[src/rtl/dalf_pkg.sv]
// shared types, constants and register codes for the decimating filter
`timescale 1ns / 1ps
`default_nettype none
package dalf_pkg;
   localparam int AXES       = 3;
   localparam int OUT_AXES   = 3;
   localparam int COUNT_BITS = 16;
   localparam int SUM_BITS   = 32;
   localparam int DIV_STEPS  = SUM_BITS;

   // register indexes
   localparam logic [1:0] REG_PRESCALE = 2'd0;
   localparam logic [1:0] REG_PERIOD   = 2'd1;
   localparam logic [1:0] REG_MAXPER   = 2'd2;
   localparam logic [1:0] REG_ALWAYS   = 2'd3;

   localparam logic [3:0]  PRESCALE_RST = 4'd8;
   localparam logic [31:0] MAXPER_RST   = 32'd1953;
   localparam logic [31:0] PERSIST_STEP = 32'd1000;

   // decimated job handed from front to back
   typedef struct packed {
      logic signed [AXES-1:0][SUM_BITS-1:0] sum;
      logic [COUNT_BITS-1:0]                count;
   } job_type;

   typedef struct packed {
      logic [3:0] prescale;
   } cfg_type;
endpackage
`default_nettype wire

[src/rtl/dalf_front.sv]
// front end: sums samples, counts them and gates decimation on the tick
`timescale 1ns / 1ps
`default_nettype none
module dalf_front (
   input  wire logic                clock,
   input  wire logic                reset,
   input  wire logic                in_valid,
   output logic                     in_ready,
   input  wire logic [15:0]         in_x,
   input  wire logic [15:0]         in_y,
   input  wire logic [15:0]         in_z,
   input  wire logic [31:0]         in_tick,
   input  wire logic [31:0]         out_period,
   input  wire logic [31:0]         max_period,
   input  wire logic                calc_always,
   output logic                     job_valid,
   input  wire logic                job_ready,
   output dalf_pkg::job_type        job
);
   import dalf_pkg::*;

   logic signed [AXES-1:0][SUM_BITS-1:0] sum_ff, sum_in;
   logic [COUNT_BITS-1:0] count_ff, count_in;
   logic [31:0] ptick_ff, ptick_in;
   logic job_valid_ff, job_valid_in;
   job_type job_ff, job_in;
   logic [AXES-1:0][15:0] samp;
   logic signed [AXES-1:0][SUM_BITS-1:0] nsum;
   logic [COUNT_BITS-1:0] ncount;
   logic [31:0] diff, period;
   logic [32:0] period2;
   logic fire, accept;

   assign samp[0] = in_x;
   assign samp[1] = in_y;
   assign samp[2] = in_z;

   // one-deep job queue: accept while the slot is free or draining
   assign in_ready = !job_valid_ff || job_ready;
   assign accept   = in_valid && in_ready;

   always_comb begin
      for (int i = 0; i < AXES; i++)
         nsum[i] = sum_ff[i] + {{(SUM_BITS-16){samp[i][15]}}, samp[i]};
      ncount = count_ff + 1'b1;
      diff = in_tick - ptick_ff;
      period = ((out_period == '0) || (out_period > max_period)) ? max_period : out_period;
      period2 = {period, 1'b0};
      fire = calc_always || (diff >= period);
   end

   // accumulate and hand off
   always_comb begin
      sum_in = sum_ff;
      count_in = count_ff;
      ptick_in = ptick_ff;
      job_in = job_ff;
      job_valid_in = job_valid_ff && !job_ready;
      if (accept) begin
         if (fire) begin
            job_in.sum = nsum;
            job_in.count = ncount;
            job_valid_in = 1'b1;
            sum_in = '0;
            count_in = '0;
            ptick_in = ({1'b0, diff} > period2) ? in_tick : ptick_ff + period;
         end else begin
            sum_in = nsum;
            count_in = ncount;
         end
      end
   end

   always_ff @(posedge clock) begin
      if (reset) begin
         sum_ff <= '0;
         count_ff <= '0;
         ptick_ff <= '0;
         job_valid_ff <= 1'b0;
      end else begin
         sum_ff <= sum_in;
         count_ff <= count_in;
         ptick_ff <= ptick_in;
         job_valid_ff <= job_valid_in;
      end
      job_ff <= job_in;
   end

   assign job_valid = job_valid_ff;
   assign job = job_ff;
endmodule
`default_nettype wire

[src/rtl/dalf_back.sv]
// back end: serial divide for averages, then adaptive filter update
`timescale 1ns / 1ps
`default_nettype none
module dalf_back (
   input  wire logic                                 clock,
   input  wire logic                                 reset,
   input  wire logic                                 job_valid,
   output logic                                      job_ready,
   input  wire dalf_pkg::job_type                    job,
   input  wire dalf_pkg::cfg_type                    cfg,
   output logic                                      out_valid,
   input  wire logic                                 out_ready,
   output logic [dalf_pkg::OUT_AXES-1:0][15:0]       out_avg,
   output logic [dalf_pkg::OUT_AXES-1:0][31:0]       out_filt,
   output logic [2:0]                                out_shift
);
   import dalf_pkg::*;

   localparam logic [2:0] ST_IDLE  = 3'd0;
   localparam logic [2:0] ST_DIV   = 3'd1;
   localparam logic [2:0] ST_PERS  = 3'd2;
   localparam logic [2:0] ST_MAG   = 3'd3;
   localparam logic [2:0] ST_FILT  = 3'd4;
   localparam logic [2:0] ST_OUT   = 3'd5;

   logic [2:0] state_ff, state_in;
   logic [1:0] axis_ff, axis_in;
   logic [5:0] step_ff, step_in;
   job_type job_ff, job_in;
   // restoring divider on magnitudes
   logic [31:0] quo_ff, quo_in, rem_ff, rem_in;
   logic [32:0] trial;
   logic signed [AXES-1:0][15:0] avg_ff, avg_in;
   logic signed [AXES-1:0][31:0] pers_ff, pers_in, filt_ff, filt_in;
   logic [2:0] shift_ff, shift_in;
   // magnitude / 1000 via repeated subtract count, capped at 8
   logic [31:0] mag_ff, mag_in;
   logic [3:0] mq_ff, mq_in;
   logic out_valid_ff, out_valid_in;
   logic [OUT_AXES-1:0][15:0] oavg_ff, oavg_in;
   logic [OUT_AXES-1:0][31:0] ofilt_ff, ofilt_in;
   logic [2:0] oshift_ff, oshift_in;

   logic signed [31:0] cur_sum;
   logic sum_neg;
   logic [31:0] sum_mag;
   logic signed [32:0] qsigned;
   logic signed [15:0] qsat;
   logic signed [47:0] target, dval, psum, fnew;
   logic signed [31:0] pnext;
   logic signed [31:0] pers_cur, filt_cur;
   logic signed [15:0] avg_cur;
   logic [3:0] mcand;

   assign cur_sum = job_ff.sum[axis_ff];
   assign sum_neg = cur_sum[31];
   assign sum_mag = sum_neg ? 32'(-cur_sum) : cur_sum;
   assign trial = {rem_ff, quo_ff[31]} - {17'd0, job_ff.count};

   always_comb begin
      qsigned = sum_neg ? -$signed({1'b0, quo_ff}) : $signed({1'b0, quo_ff});
      if (job_ff.count == '0) qsat = '0;
      else if (qsigned > 33'sd32767) qsat = 16'sh7fff;
      else if (qsigned < -33'sd32768) qsat = -16'sh8000;
      else qsat = qsigned[15:0];
      avg_cur = avg_ff[axis_ff];
      pers_cur = pers_ff[axis_ff];
      filt_cur = filt_ff[axis_ff];
      target = 48'(avg_cur) <<< cfg.prescale;
      dval = target - 48'(filt_cur);
      psum = 48'(pers_cur) + dval;
      if (((dval < 0) && (pers_cur > 0)) || ((dval > 0) && (pers_cur < 0)))
         pnext = '0;
      else if (psum > 48'sh7fffffff) pnext = 32'sh7fffffff;
      else if (psum < -48'sh80000000) pnext = 32'sh80000000;
      else pnext = psum[31:0];
      mcand = 4'd8 - mq_ff;
      fnew = 48'(filt_cur) + (target >>> shift_ff) - (48'(filt_cur) >>> shift_ff);
   end

   assign job_ready = (state_ff == ST_IDLE);

   always_comb begin
      state_in = state_ff; axis_in = axis_ff; step_in = step_ff; job_in = job_ff;
      quo_in = quo_ff; rem_in = rem_ff; avg_in = avg_ff; pers_in = pers_ff;
      filt_in = filt_ff; shift_in = shift_ff; mag_in = mag_ff; mq_in = mq_ff;
      out_valid_in = out_valid_ff && !out_ready;
      oavg_in = oavg_ff; ofilt_in = ofilt_ff; oshift_in = oshift_ff;
      unique case (state_ff)
         ST_IDLE: begin
            if (job_valid) begin
               job_in = job; axis_in = '0; step_in = '0;
               rem_in = '0; state_in = ST_DIV; shift_in = 3'd7;
               quo_in = '0;
            end
         end
         ST_DIV: begin
            // load dividend on step zero, then one quotient bit per cycle
            if (step_ff == '0) begin
               quo_in = sum_mag; rem_in = '0; step_in = 6'd1;
            end else begin
               if (!trial[32]) begin
                  rem_in = trial[31:0];
                  quo_in = {quo_ff[30:0], 1'b1};
               end else begin
                  rem_in = {rem_ff[30:0], quo_ff[31]};
                  quo_in = {quo_ff[30:0], 1'b0};
               end
               step_in = step_ff + 1'b1;
               if (step_ff == 6'(DIV_STEPS + 1)) begin
                  quo_in = quo_ff;
                  avg_in[axis_ff] = qsat;
                  step_in = '0;
                  if (axis_ff == 2'(AXES-1)) begin
                     axis_in = '0; state_in = ST_PERS;
                  end else axis_in = axis_ff + 1'b1;
               end
            end
         end
         ST_PERS: begin
            pers_in[axis_ff] = pnext;
            mag_in = pnext[31] ? 32'(-pnext) : pnext;
            mq_in = '0;
            state_in = ST_MAG;
         end
         ST_MAG: begin
            if (mq_ff != 4'd8 && mag_ff >= PERSIST_STEP) begin
               mag_in = mag_ff - PERSIST_STEP; mq_in = mq_ff + 1'b1;
            end else begin
               if ({1'b0, mcand} < {1'b0, shift_ff}) shift_in = mcand[2:0];
               if (axis_ff == 2'(AXES-1)) begin
                  axis_in = '0; state_in = ST_FILT;
               end else begin
                  axis_in = axis_ff + 1'b1; state_in = ST_PERS;
               end
            end
         end
         ST_FILT: begin
            if (fnew > 48'sh7fffffff) filt_in[axis_ff] = 32'sh7fffffff;
            else if (fnew < -48'sh80000000) filt_in[axis_ff] = 32'sh80000000;
            else filt_in[axis_ff] = fnew[31:0];
            if (axis_ff == 2'(AXES-1)) begin
               axis_in = '0; state_in = ST_OUT;
            end else axis_in = axis_ff + 1'b1;
         end
         ST_OUT: begin
            if (!out_valid_ff || out_ready) begin
               out_valid_in = 1'b1;
               for (int i = 0; i < OUT_AXES; i++) begin
                  oavg_in[i] = (i < AXES) ? avg_ff[i] : '0;
                  ofilt_in[i] = (i < AXES) ? filt_ff[i] : '0;
               end
               oshift_in = shift_ff;
               state_in = ST_IDLE;
            end
         end
         default: state_in = ST_IDLE;
      endcase
   end

   always_ff @(posedge clock) begin
      if (reset) begin
         state_ff <= ST_IDLE;
         out_valid_ff <= 1'b0;
         pers_ff <= '0;
         filt_ff <= '0;
      end else begin
         state_ff <= state_in;
         out_valid_ff <= out_valid_in;
         pers_ff <= pers_in;
         filt_ff <= filt_in;
      end
      axis_ff <= axis_in; step_ff <= step_in; job_ff <= job_in;
      quo_ff <= quo_in; rem_ff <= rem_in; avg_ff <= avg_in;
      shift_ff <= shift_in; mag_ff <= mag_in; mq_ff <= mq_in;
      oavg_ff <= oavg_in; ofilt_ff <= ofilt_in; oshift_ff <= oshift_in;
   end

   assign out_valid = out_valid_ff;
   assign out_avg = oavg_ff;
   assign out_filt = ofilt_ff;
   assign out_shift = oshift_ff;
endmodule
`default_nettype wire

[src/rtl/decimating_adaptive_lowpass_filter_unit.sv]
// Decimating adaptive low-pass filter, top level.
// req_ carries one three-axis sample with its tick; rsp_ carries the averages,
// filtered values and smoothing shift of one decimation. Registers are written
// through the csr_ APB-style port; the user must write them only while the
// block is idle, as the block itself does not enforce this. A sample is taken
// by the front end, which sums, counts and checks the period. A decimation
// moves through a one-entry queue to the back end: a shared restoring divider
// for each axis, persistence update and a magnitude scan by repeated
// subtraction for each axis, then filter update for each axis. Samples that do
// not decimate are taken every cycle while the queue has room.
// Reset clears sums, count, period tick, persistence and filter state and
// restores register defaults. A stalled receiver holds rsp_ in its register;
// the back end waits, then the queue fills and req_tready drops.
`timescale 1ns / 1ps
`default_nettype none
module decimating_adaptive_lowpass_filter_unit (
   input  wire logic        clock,
   input  wire logic        reset,
   input  wire logic        req_tvalid,
   output logic             req_tready,
   // sample_x[15:0], sample_y[31:16], sample_z[47:32], tick_now[79:48]
   input  wire logic [79:0] req_tdata,
   output logic             rsp_tvalid,
   input  wire logic        rsp_tready,
   // avg_x, avg_y, avg_z (16 each), filt_x, filt_y, filt_z (32 each), shift[146:144]
   output logic [151:0]     rsp_tdata,
   input  wire logic        csr_psel,
   input  wire logic        csr_penable,
   input  wire logic        csr_pwrite,
   input  wire logic [3:0]  csr_paddr,
   input  wire logic [31:0] csr_pwdata,
   output logic [31:0]      csr_prdata,
   output logic             csr_pready
);
   import dalf_pkg::*;

   logic [3:0] prescale_ff;
   logic [31:0] period_ff, maxper_ff;
   logic always_ff_r_ff;
   logic wr;
   logic [1:0] ridx;
   logic job_valid, job_ready;
   job_type job;
   cfg_type cfg;
   logic [OUT_AXES-1:0][15:0] avg;
   logic [OUT_AXES-1:0][31:0] filt;
   logic [2:0] shift;

   assign csr_pready = 1'b1;
   assign wr = csr_psel && csr_penable && csr_pwrite;
   assign ridx = csr_paddr[3:2];

   // register writes
   always_ff @(posedge clock) begin
      if (reset) begin
         prescale_ff <= PRESCALE_RST;
         period_ff <= '0;
         maxper_ff <= MAXPER_RST;
         always_ff_r_ff <= 1'b0;
      end else if (wr) begin
         case (ridx)
            REG_PRESCALE: prescale_ff <= csr_pwdata[3:0];
            REG_PERIOD:   period_ff <= csr_pwdata;
            REG_MAXPER:   maxper_ff <= csr_pwdata;
            REG_ALWAYS:   always_ff_r_ff <= csr_pwdata[0];
            default: ;
         endcase
      end
   end

   // register reads
   always_comb begin
      case (ridx)
         REG_PRESCALE: csr_prdata = {28'd0, prescale_ff};
         REG_PERIOD:   csr_prdata = period_ff;
         REG_MAXPER:   csr_prdata = maxper_ff;
         REG_ALWAYS:   csr_prdata = {31'd0, always_ff_r_ff};
         default:      csr_prdata = '0;
      endcase
   end

   assign cfg.prescale = prescale_ff;

   dalf_front u_front (
      .clock(clock), .reset(reset),
      .in_valid(req_tvalid), .in_ready(req_tready),
      .in_x(req_tdata[15:0]), .in_y(req_tdata[31:16]), .in_z(req_tdata[47:32]),
      .in_tick(req_tdata[79:48]),
      .out_period(period_ff), .max_period(maxper_ff), .calc_always(always_ff_r_ff),
      .job_valid(job_valid), .job_ready(job_ready), .job(job)
   );

   dalf_back u_back (
      .clock(clock), .reset(reset),
      .job_valid(job_valid), .job_ready(job_ready), .job(job), .cfg(cfg),
      .out_valid(rsp_tvalid), .out_ready(rsp_tready),
      .out_avg(avg), .out_filt(filt), .out_shift(shift)
   );

   assign rsp_tdata = {5'd0, shift, filt[2], filt[1], filt[0], avg[2], avg[1], avg[0]};
endmodule
`default_nettype wire
[config.mk]
export PLATFORM = sky130hd
export DESIGN_NAME = decimating_adaptive_lowpass_filter_unit
export DESIGN_NICKNAME = d
export VERILOG_FILES = /design/src/rtl/dalf_pkg.sv /design/src/rtl/dalf_front.sv /design/src/rtl/dalf_back.sv /design/src/rtl/decimating_adaptive_lowpass_filter_unit.sv
export SDC_FILE = /design/constraint.sdc
export NUM_CORES = 2
export LEC_CHECK = 0
export BUFFER_PORTS_ARGS = -buffer_cell sky130_fd_sc_hd__clkbuf_2
export CORE_MARGIN = 2
export CORE_UTILIZATION = 55
export CTS_BUF_LIST = sky130_fd_sc_hd__clkbuf_8
export DETAILED_ROUTE_END_ITERATION = 16
export PLACE_DENSITY = 0.75
export SETUP_SLACK_MARGIN = 0.05
export SLEW_MARGIN = 25
export SYNTH_ARGS = -nofsm -noshare
export SYNTH_HDL_FRONTEND = slang
export SYNTH_HIERARCHICAL = 1
export SYNTH_SLANG_ARGS = --single-unit
[constraint.sdc]
create_clock -name clock -period 12.16 [get_ports clock]
set_input_delay 1.216 -clock clock [delete_from_list [all_inputs] [get_ports clock]]
set_output_delay 1.216 -clock clock [all_outputs]
set_load 0.03 [all_outputs]
# [After elaboration in Yosys (flattened, before gate mapping)]
# Cells that the tools add are included.
[word_totals] output_inout_bits=187 word_cells=221 reg_bits=940 in_bits=123
[classes] bitwise_logic=7 muxes=70 order_cmp=17 n_eq_ne=21 add_sub_neg=19 reduce_logical=41 shifts=3
[op_table] op="$mux 32" n=17
[op_table] op="$mux 96" n=3
[op_table] op="$bmux 32 s2" n=3
[op_table] op="$bwmux 96" n=2
[op_table] op="$pmux 32 s2" n=3
[op_table] op="$add 32x32->32" n=4
[op_table] op="$pmux 32 s4" n=1
[op_table] op="$add 32x48->48" n=2
[op_table] op="$gt 48x32->1 const B" n=2
[op_table] op="$lt 48x32->1 const B" n=2
[op_table] op="$mux 16" n=6
[op_table] op="$and 93x93->93" n=1
[op_table] op="$not 93->93" n=1
[op_table] op="$or 93x93->93" n=1
[op_table] op="$demux 32 s2" n=1
[op_table] op="$neg 32->32" n=2
[op_table] op="$bwmux 48" n=1
[op_table] op="$gt 48x1->1 const B" n=1
[op_table] op="$lt 48x1->1 const B" n=1
[op_table] op="$sshl 16x4->48" n=1
[op_table] op="$sshr 32x3->48" n=1
[op_table] op="$sshr 48x3->48" n=1
[op_table] op="$sub 48x32->48" n=1
[op_table] op="$sub 48x48->48" n=1
[op_table] op="62 further kinds" n=119

# [Depth between registers and ports, before layout]
[depth] word_depth=12 mapped_depth=50 ltp_nobuf=40

# [Hierarchy]
# Netlist, hierarchy kept.
[by_module_without_submodules] mod="dalf_back" cells_each=4298 seq_area_each_um2=16385.7 instances=1 area_each_um2=38912.3
[by_module_without_submodules] mod="dalf_front" cells_each=2231 seq_area_each_um2=6266.0 instances=1 area_each_um2=19693.9
[by_module_without_submodules] mod="decimating_adaptive_lowpass_filter_unit" cells_each=329 seq_area_each_um2=1381.3 instances=1 area_each_um2=3363.2

# [Worst setup path before layout]
# Ideal clock, no wire load.
[synth_timing] path_kind="reg2reg" start="reg u_back.axis_ff[1]" end="reg u_back.mag_ff[28] (data pin)" path_buffers=11 required_ns=11.905 t_arrival_ns=9.649 stages_incl_launch_ff=46 slack_ns=2.256 synth_period_minus_slack_ns=9.904 setup_ns=0.255 cell_sequence="edfxtp_1 buf_2 nor2b_1 clkbuf_1 clkbuf_1 clkbuf_1 buf_2 buf_1 clkbuf_1 clkbuf_1 nand2_1 o21ai_0 inv_1 ha_1 clkbuf_1 a21o_1 a21o_1 a21oi_1 (+10 left out) or2_2 a2111oi_2 nor3b_1 nor4_2 nand4_1 nor4_2 nor2_1 buf_2 o21a_1 nor2_1 inv_1 ha_1 inv_1 nor3_1 or3_1 a31oi_4 o21ai_1 a31o_1"
[synth_between] elab_chain_len=12 elab_cells_between_ends=24 classes_between="add/sub: 3; order compare: 6; shift: 1; mux: 11; reduce/logical: 3"
[synth_lines] element="start: declaration" line="dalf_back.sv:27" text="logic [1:0] axis_ff, axis_in;"
[synth_lines] element="start signal: assignment" line="dalf_back.sv:173" text="axis_ff <= axis_in; step_ff <= step_in; job_ff <= job_in;"
[synth_lines] element="$bmux 16 s2" line="dalf_back.sv:66" text="avg_cur = avg_ff[axis_ff];"
[synth_lines] element="$mux 16 (implied by the code)" line="dalf_back.sv:66"
[synth_lines] element="$sshl 16x4->48" line="dalf_back.sv:69" text="target = 48'(avg_cur) <<< cfg.prescale;"
[synth_lines] element="$sub 48x32->48" line="dalf_back.sv:70" text="dval = target - 48'(filt_cur);"
[synth_lines] element="$add 32x48->48" line="dalf_back.sv:71" text="psum = 48'(pers_cur) + dval;"
[synth_lines] element="$lt 48x32->1" line="dalf_back.sv:75" text="else if (psum < -48'sh80000000) pnext = 32'sh80000000;"
[synth_lines] element="$mux 32" line="dalf_back.sv:75"
[synth_lines] element="$mux 32" line="dalf_back.sv:74" text="else if (psum > 48'sh7fffffff) pnext = 32'sh7fffffff;"
[synth_lines] element="$mux 32 (*)" line="dalf_back.sv:72" text="if (((dval < 0) && (pers_cur > 0)) || ((dval > 0) && (pers_cur < 0)))"
[synth_lines] element="$neg 32->32" line="dalf_back.sv:122" text="mag_in = pnext[31] ? 32'(-pnext) : pnext;"
[synth_lines] element="$mux 32 (*)" line="dalf_back.sv:122"
[synth_lines] element="$pmux 32 s2 (*)" line="dalf_back.sv:89" text="unique case (state_ff)"
[synth_lines] element="named net u_back.mag_in[28]" line="dalf_back.sv:37" text="logic [31:0] mag_ff, mag_in;"
[synth_lines] element="end signal: assignment" line="dalf_back.sv:175" text="shift_ff <= shift_in; mag_ff <= mag_in; mq_ff <= mq_in;"
[synth_lines] element="end: declaration" line="dalf_back.sv:37"
# The timed path passes the listed nets; every way through them passes the cells marked *. The select of a mux whose other input is x is not followed.
# A chain may end at the register's enable or synchronous reset.

# [Worst setup path in the final report]
[layout_timing] start="reg u_back.axis_ff[0]" end="reg u_back.mag_ff[28] (data pin)"
# The elaborated chain is that of the path after synthesis.

==> results by group <==
Flow run
  • Max Cap Violations: 0

Die
  • Cell Rows: about 120
  • Top-level port count: 310
  • Initial Util: a little under three fifths
  • Die Y: around 340 µm
  • DIE AREA: around 120,000 µm²
  • Core area: roughly 110,000 µm²
  • Die Width: approximately 340 µm

Power
  • Leak: approximately 29 nW
  • Pint: between 9 and 10 mW
  • Combinational power share: 54.6%
  • P per Cell Area: between 200 and 300 nW/µm²
  • Switch share: ~45%
  • Max IR drop VDD: between 200 and 250 µV
  • Clock Power Share: about 18%
  • Seq pwr share: between 20% and 30%
  • Switching power: a little under 8 mW

Synthesis
  • XOR/XNOR Fraction of Synth Area: under 10%
  • Yosys warning count: 6
  • Synthesized flop and latch total: 937
  • Ys flop type: edfxtp_1
  • Area share of and/or/nand/nor cells after synthesis: roughly 17%
  • Multiplexer area fraction after synthesis: around 6%
  • EDFF count, synth: approximately 530
  • Seq/Total Area, Yosys: 38.8%
  • Synth Cell Area: about 62,000 µm²
  • Async set-reset flop share out of synthesis: 0%
  • Synthesized-area fraction occupied by adder cells: just over 9%
  • Avg Inst Size Synth: between 9 and 10 µm²
  • Largest family of logic cells by synthesized area: compound AO/OA/AOI/OAI gates
  • Unique masters post-synth: ~130
  • Synth Area in Compound Gates: between 15 and 20%
  • Synthesized instance count: between 6,000 and 7,000

Timing
  • Setup TNS Final: 0 ns
  • Slew HR: a little over a quarter
  • Slew Viols, Final: 0
  • Max frequency: between 80 and 90 MHz
  • Setup Skew: around 0.057 ns
  • RSZ-0062 raised after global routing: no
  • Endpoints failing setup: 0
  • Final cycle utilization of the critical path: between 90% and 100%
  • Final Hold Viols: 0
  • Final min period: between 10 and 15 ns
  • Worst-Margin Slew: approximately 1.1 ns

Final layout
  • Final #Nets: about 7,600
  • Share of cells above drive strength 1: 10.7%
  • Util after Layout: slightly above 60%
  • P&R area growth vs syn: 9.80%

Clock tree
  • Worst-path clk slew: roughly 0.060 ns
  • PostCTS Resize Cnt: 0
  • Htree depth: 4
  • CTS tree: yes
  • CTS root buffer: clkbuf_8
  • CTS Sinks: ~940
  • Worst skew pair latency: between 0.8 and 0.9 ns
  • CTS Hold Buffers Added: 0
  • CTS Buffer Depth: 3
  • Setup bufs post-CTS: 0
  • CTS buffer count: 156

Critical path
  • Critical path class: reg -> reg
  • Crit Path Max Fanout: 27
  • CP max stage delay: roughly 0.81 ns
  • Slowest CP cell: nor2b_4
  • Most used cell along the critical path: nor2_1
  • WP data arrival: about 12 ns
  • Worst Setup End Kind: flop
  • R2R Setup Slk: between 0.9 and 1 ns
  • Worst setup SP type: flop
  • Worst Path Required: around 13 ns

Drt
  • Iter 0 DRT Violations: 5,660
  • Vias per std cell: a little over 6
  • Antenna viol nets, final: 0
  • Post-DR wirelength/cell: around 21 µm
  • Routed via count: 53,100
  • DRC: 0
  • Pre-antenna DRT Iters: 7
  • WL final: approximately 180 mm

GRT
  • Vias in the first global route: 50,200
  • Antenna violations before repair: 10
  • GRT overflow: 0
  • Largest net degree at the start of global routing: about 180
  • Wire length of the first global-routing pass: ~280 mm
  • Overall Global Routing Usage: 30.2%

Placement
  • Routability cong.: about 1
  • Final HPWL DP: roughly 130 mm
  • PortBufs: about 300

Worst hold path
  • Worst hold path class: reg -> reg

Outcome
  • Status: finished, final reports clean
==> final cells by class <==
type / count / area [µm²]
Antenna cell: 2 / 5.00
Fill cell: 9584 / 44200
Inverter: 354 / 1340
Timing Repair Buffer: 369 / 2100
Clock buffer: 182 / 2500
Sequential cell: 937 / 24000
Clock inverter: 109 / 953
Tap cell: 1500 / 1880
Multi-Input combinational cell: 5228 / 35200
==> layout by cell type (no fill, tap or decap), types with 37 or more instances in the layout <==
master / synthesis / routed
nand2_1: 696 / 691
a21oi_1: 608 / 606
nor2_1: 603 / 601
edfxtp_1: 527 / 527
dfxtp_1: 410 / 410
o21ai_0: 410 / 409
inv_1: 351 / 396
ha_1: 390 / 390
mux2i_1: 301 / 301
clkbuf_2: 0 / 300
xnor2_1: 197 / 197
clkbuf_8: 0 / 182
a21o_1: 164 / 164
xor2_1: 154 / 153
nand2b_1: 145 / 145
nand3_1: 136 / 136
nor3_1: 125 / 120
and3_1: 100 / 100
a211oi_1: 90 / 90
or3_1: 69 / 69
a22oi_1: 66 / 66
nand4_1: 65 / 65
o21a_1: 64 / 64
buf_4: 18 / 63
a31oi_1: 53 / 53
nor2b_1: 50 / 49
nor4_1: 48 / 47
and2_1: 41 / 40
fa_1: 39 / 39
o211ai_1: 37 / 37
==> sequential cells by signal (all words and copies together), names as in the netlist, 48 cells and up <==
name	cells
u_front/sum_ff	96
u_back/avg_ff	48
u_back/filt_ff	96
u_back/out_filt	96
u_back/out_avg	48
u_back/pers_ff	96
u_back/job_ff	112
u_front/job	112
==> cells in the mapped netlist (15+ instances only) <==
cell      number  area (µm²)
nand2_1      696        2610
a21oi_1      608        3040
nor2_1       603        2260
edfxtp_1     527       15800
dfxtp_1      410        8210
o21ai_0      410        2050
ha_1         390        4880
inv_1        351        1320
mux2i_1      301        3010
clkbuf_1     237         890
xnor2_1      197        1730
a21o_1       164        1230
xor2_1       154        1350
nand2b_1     145         907
nand3_1      136         681
nor3_1       125         626
and3_1       100         626
a211oi_1      90         676
or3_1         69         432
a22oi_1       66         495
nand4_1       65         407
o21a_1        64         480
a31oi_1       53         332
nor2b_1       50         313
nor4_1        48         300
buf_1         43         161
and2_1        41         257
fa_1          39         781
o211ai_1      37         278
a221o_1       35         350
o21bai_1      35         263
buf_2         32         160
o31ai_1       32         240
mux2_2        31         349
a22o_1        29         254
nand3b_1      26         195
o21ai_1       23         115
or2_2         20         125
a21boi_0      19         143
buf_4         18         135
or4_1         15         113
==> kinds of logic after synthesis <==
group                      after synthesis
DFF                                    937
AOI/OAI and AO/OA                     1888
buffers and inverters                  697
xor gates and xnor gates               352
other                                    2
muxes                                  346
adders and majority gates              432
and+or+nand+nor                       2204
==> critical path, delay by kind of cell (launching register included) <==
family	cells	cell delay [ns]
and+or+nand+nor	14	3.97
AOI/OAI and AO/OA	14	3.78
adders and majority gates	3	1.11
buffers and inverters	4	0.62
xor gates and xnor gates	2	0.55
DFF	1	0.47
muxes	1	0.39
==> power groups by stage <==
stage | Combinational, mW | Clock [mW] | Sequential (mW)
after floorplan | 6.86 | 0 | 4.74
after global placement | 8.98 | 0 | 4.82
after detailed placement | 9.15 | 0 | 4.85
after CTS | 9.21 | 3.09 | 4.79
after global routing | 10.3 | 3.23 | 4.87
final | 9.41 | 3.03 | 4.80
==> through the flow <==
stage	cells	total power, mW	hold WS (ns)	instance area (µm²)	setup slack [ns]
final	8681	17.2	0.406	68000	0.950
after global routing	8681	18.4	0.419	68000	0.523
after CTS	8677	17.1	0.405	68000	1.26
after detailed placement	8386	14.0	0.405	64500	1.35
after global placement	8386	13.8	0.400	64500	1.52
after floorplan	6862	11.6	0.400	62000	2.26
==> path summary, 6_finish.rpt <==
path                                        start                end  cells after the start
worst max register to register  u_back/axis_ff[0]  u_back/mag_ff[28]                     38
worst min-delay path               u_front/job[9]   u_back/job_ff[9]                      0
worst max-delay path            u_back/axis_ff[0]  u_back/mag_ff[28]                     38
worst min register to register     u_front/job[9]   u_back/job_ff[9]                      0
==> metal layers <==
metal | track usage, % | vias up | wire (µm)
met5 | 0 | - | 13
met3 | 4.73 | 362 | 13600
met2 | 48.9 | 2168 | 82200
met4 | 11.8 | 2 | 6720
li1 | - | 25300 | -
met1 | 40.7 | 25300 | 77300
No activity file was read; power rests on OpenSTA's default activity.
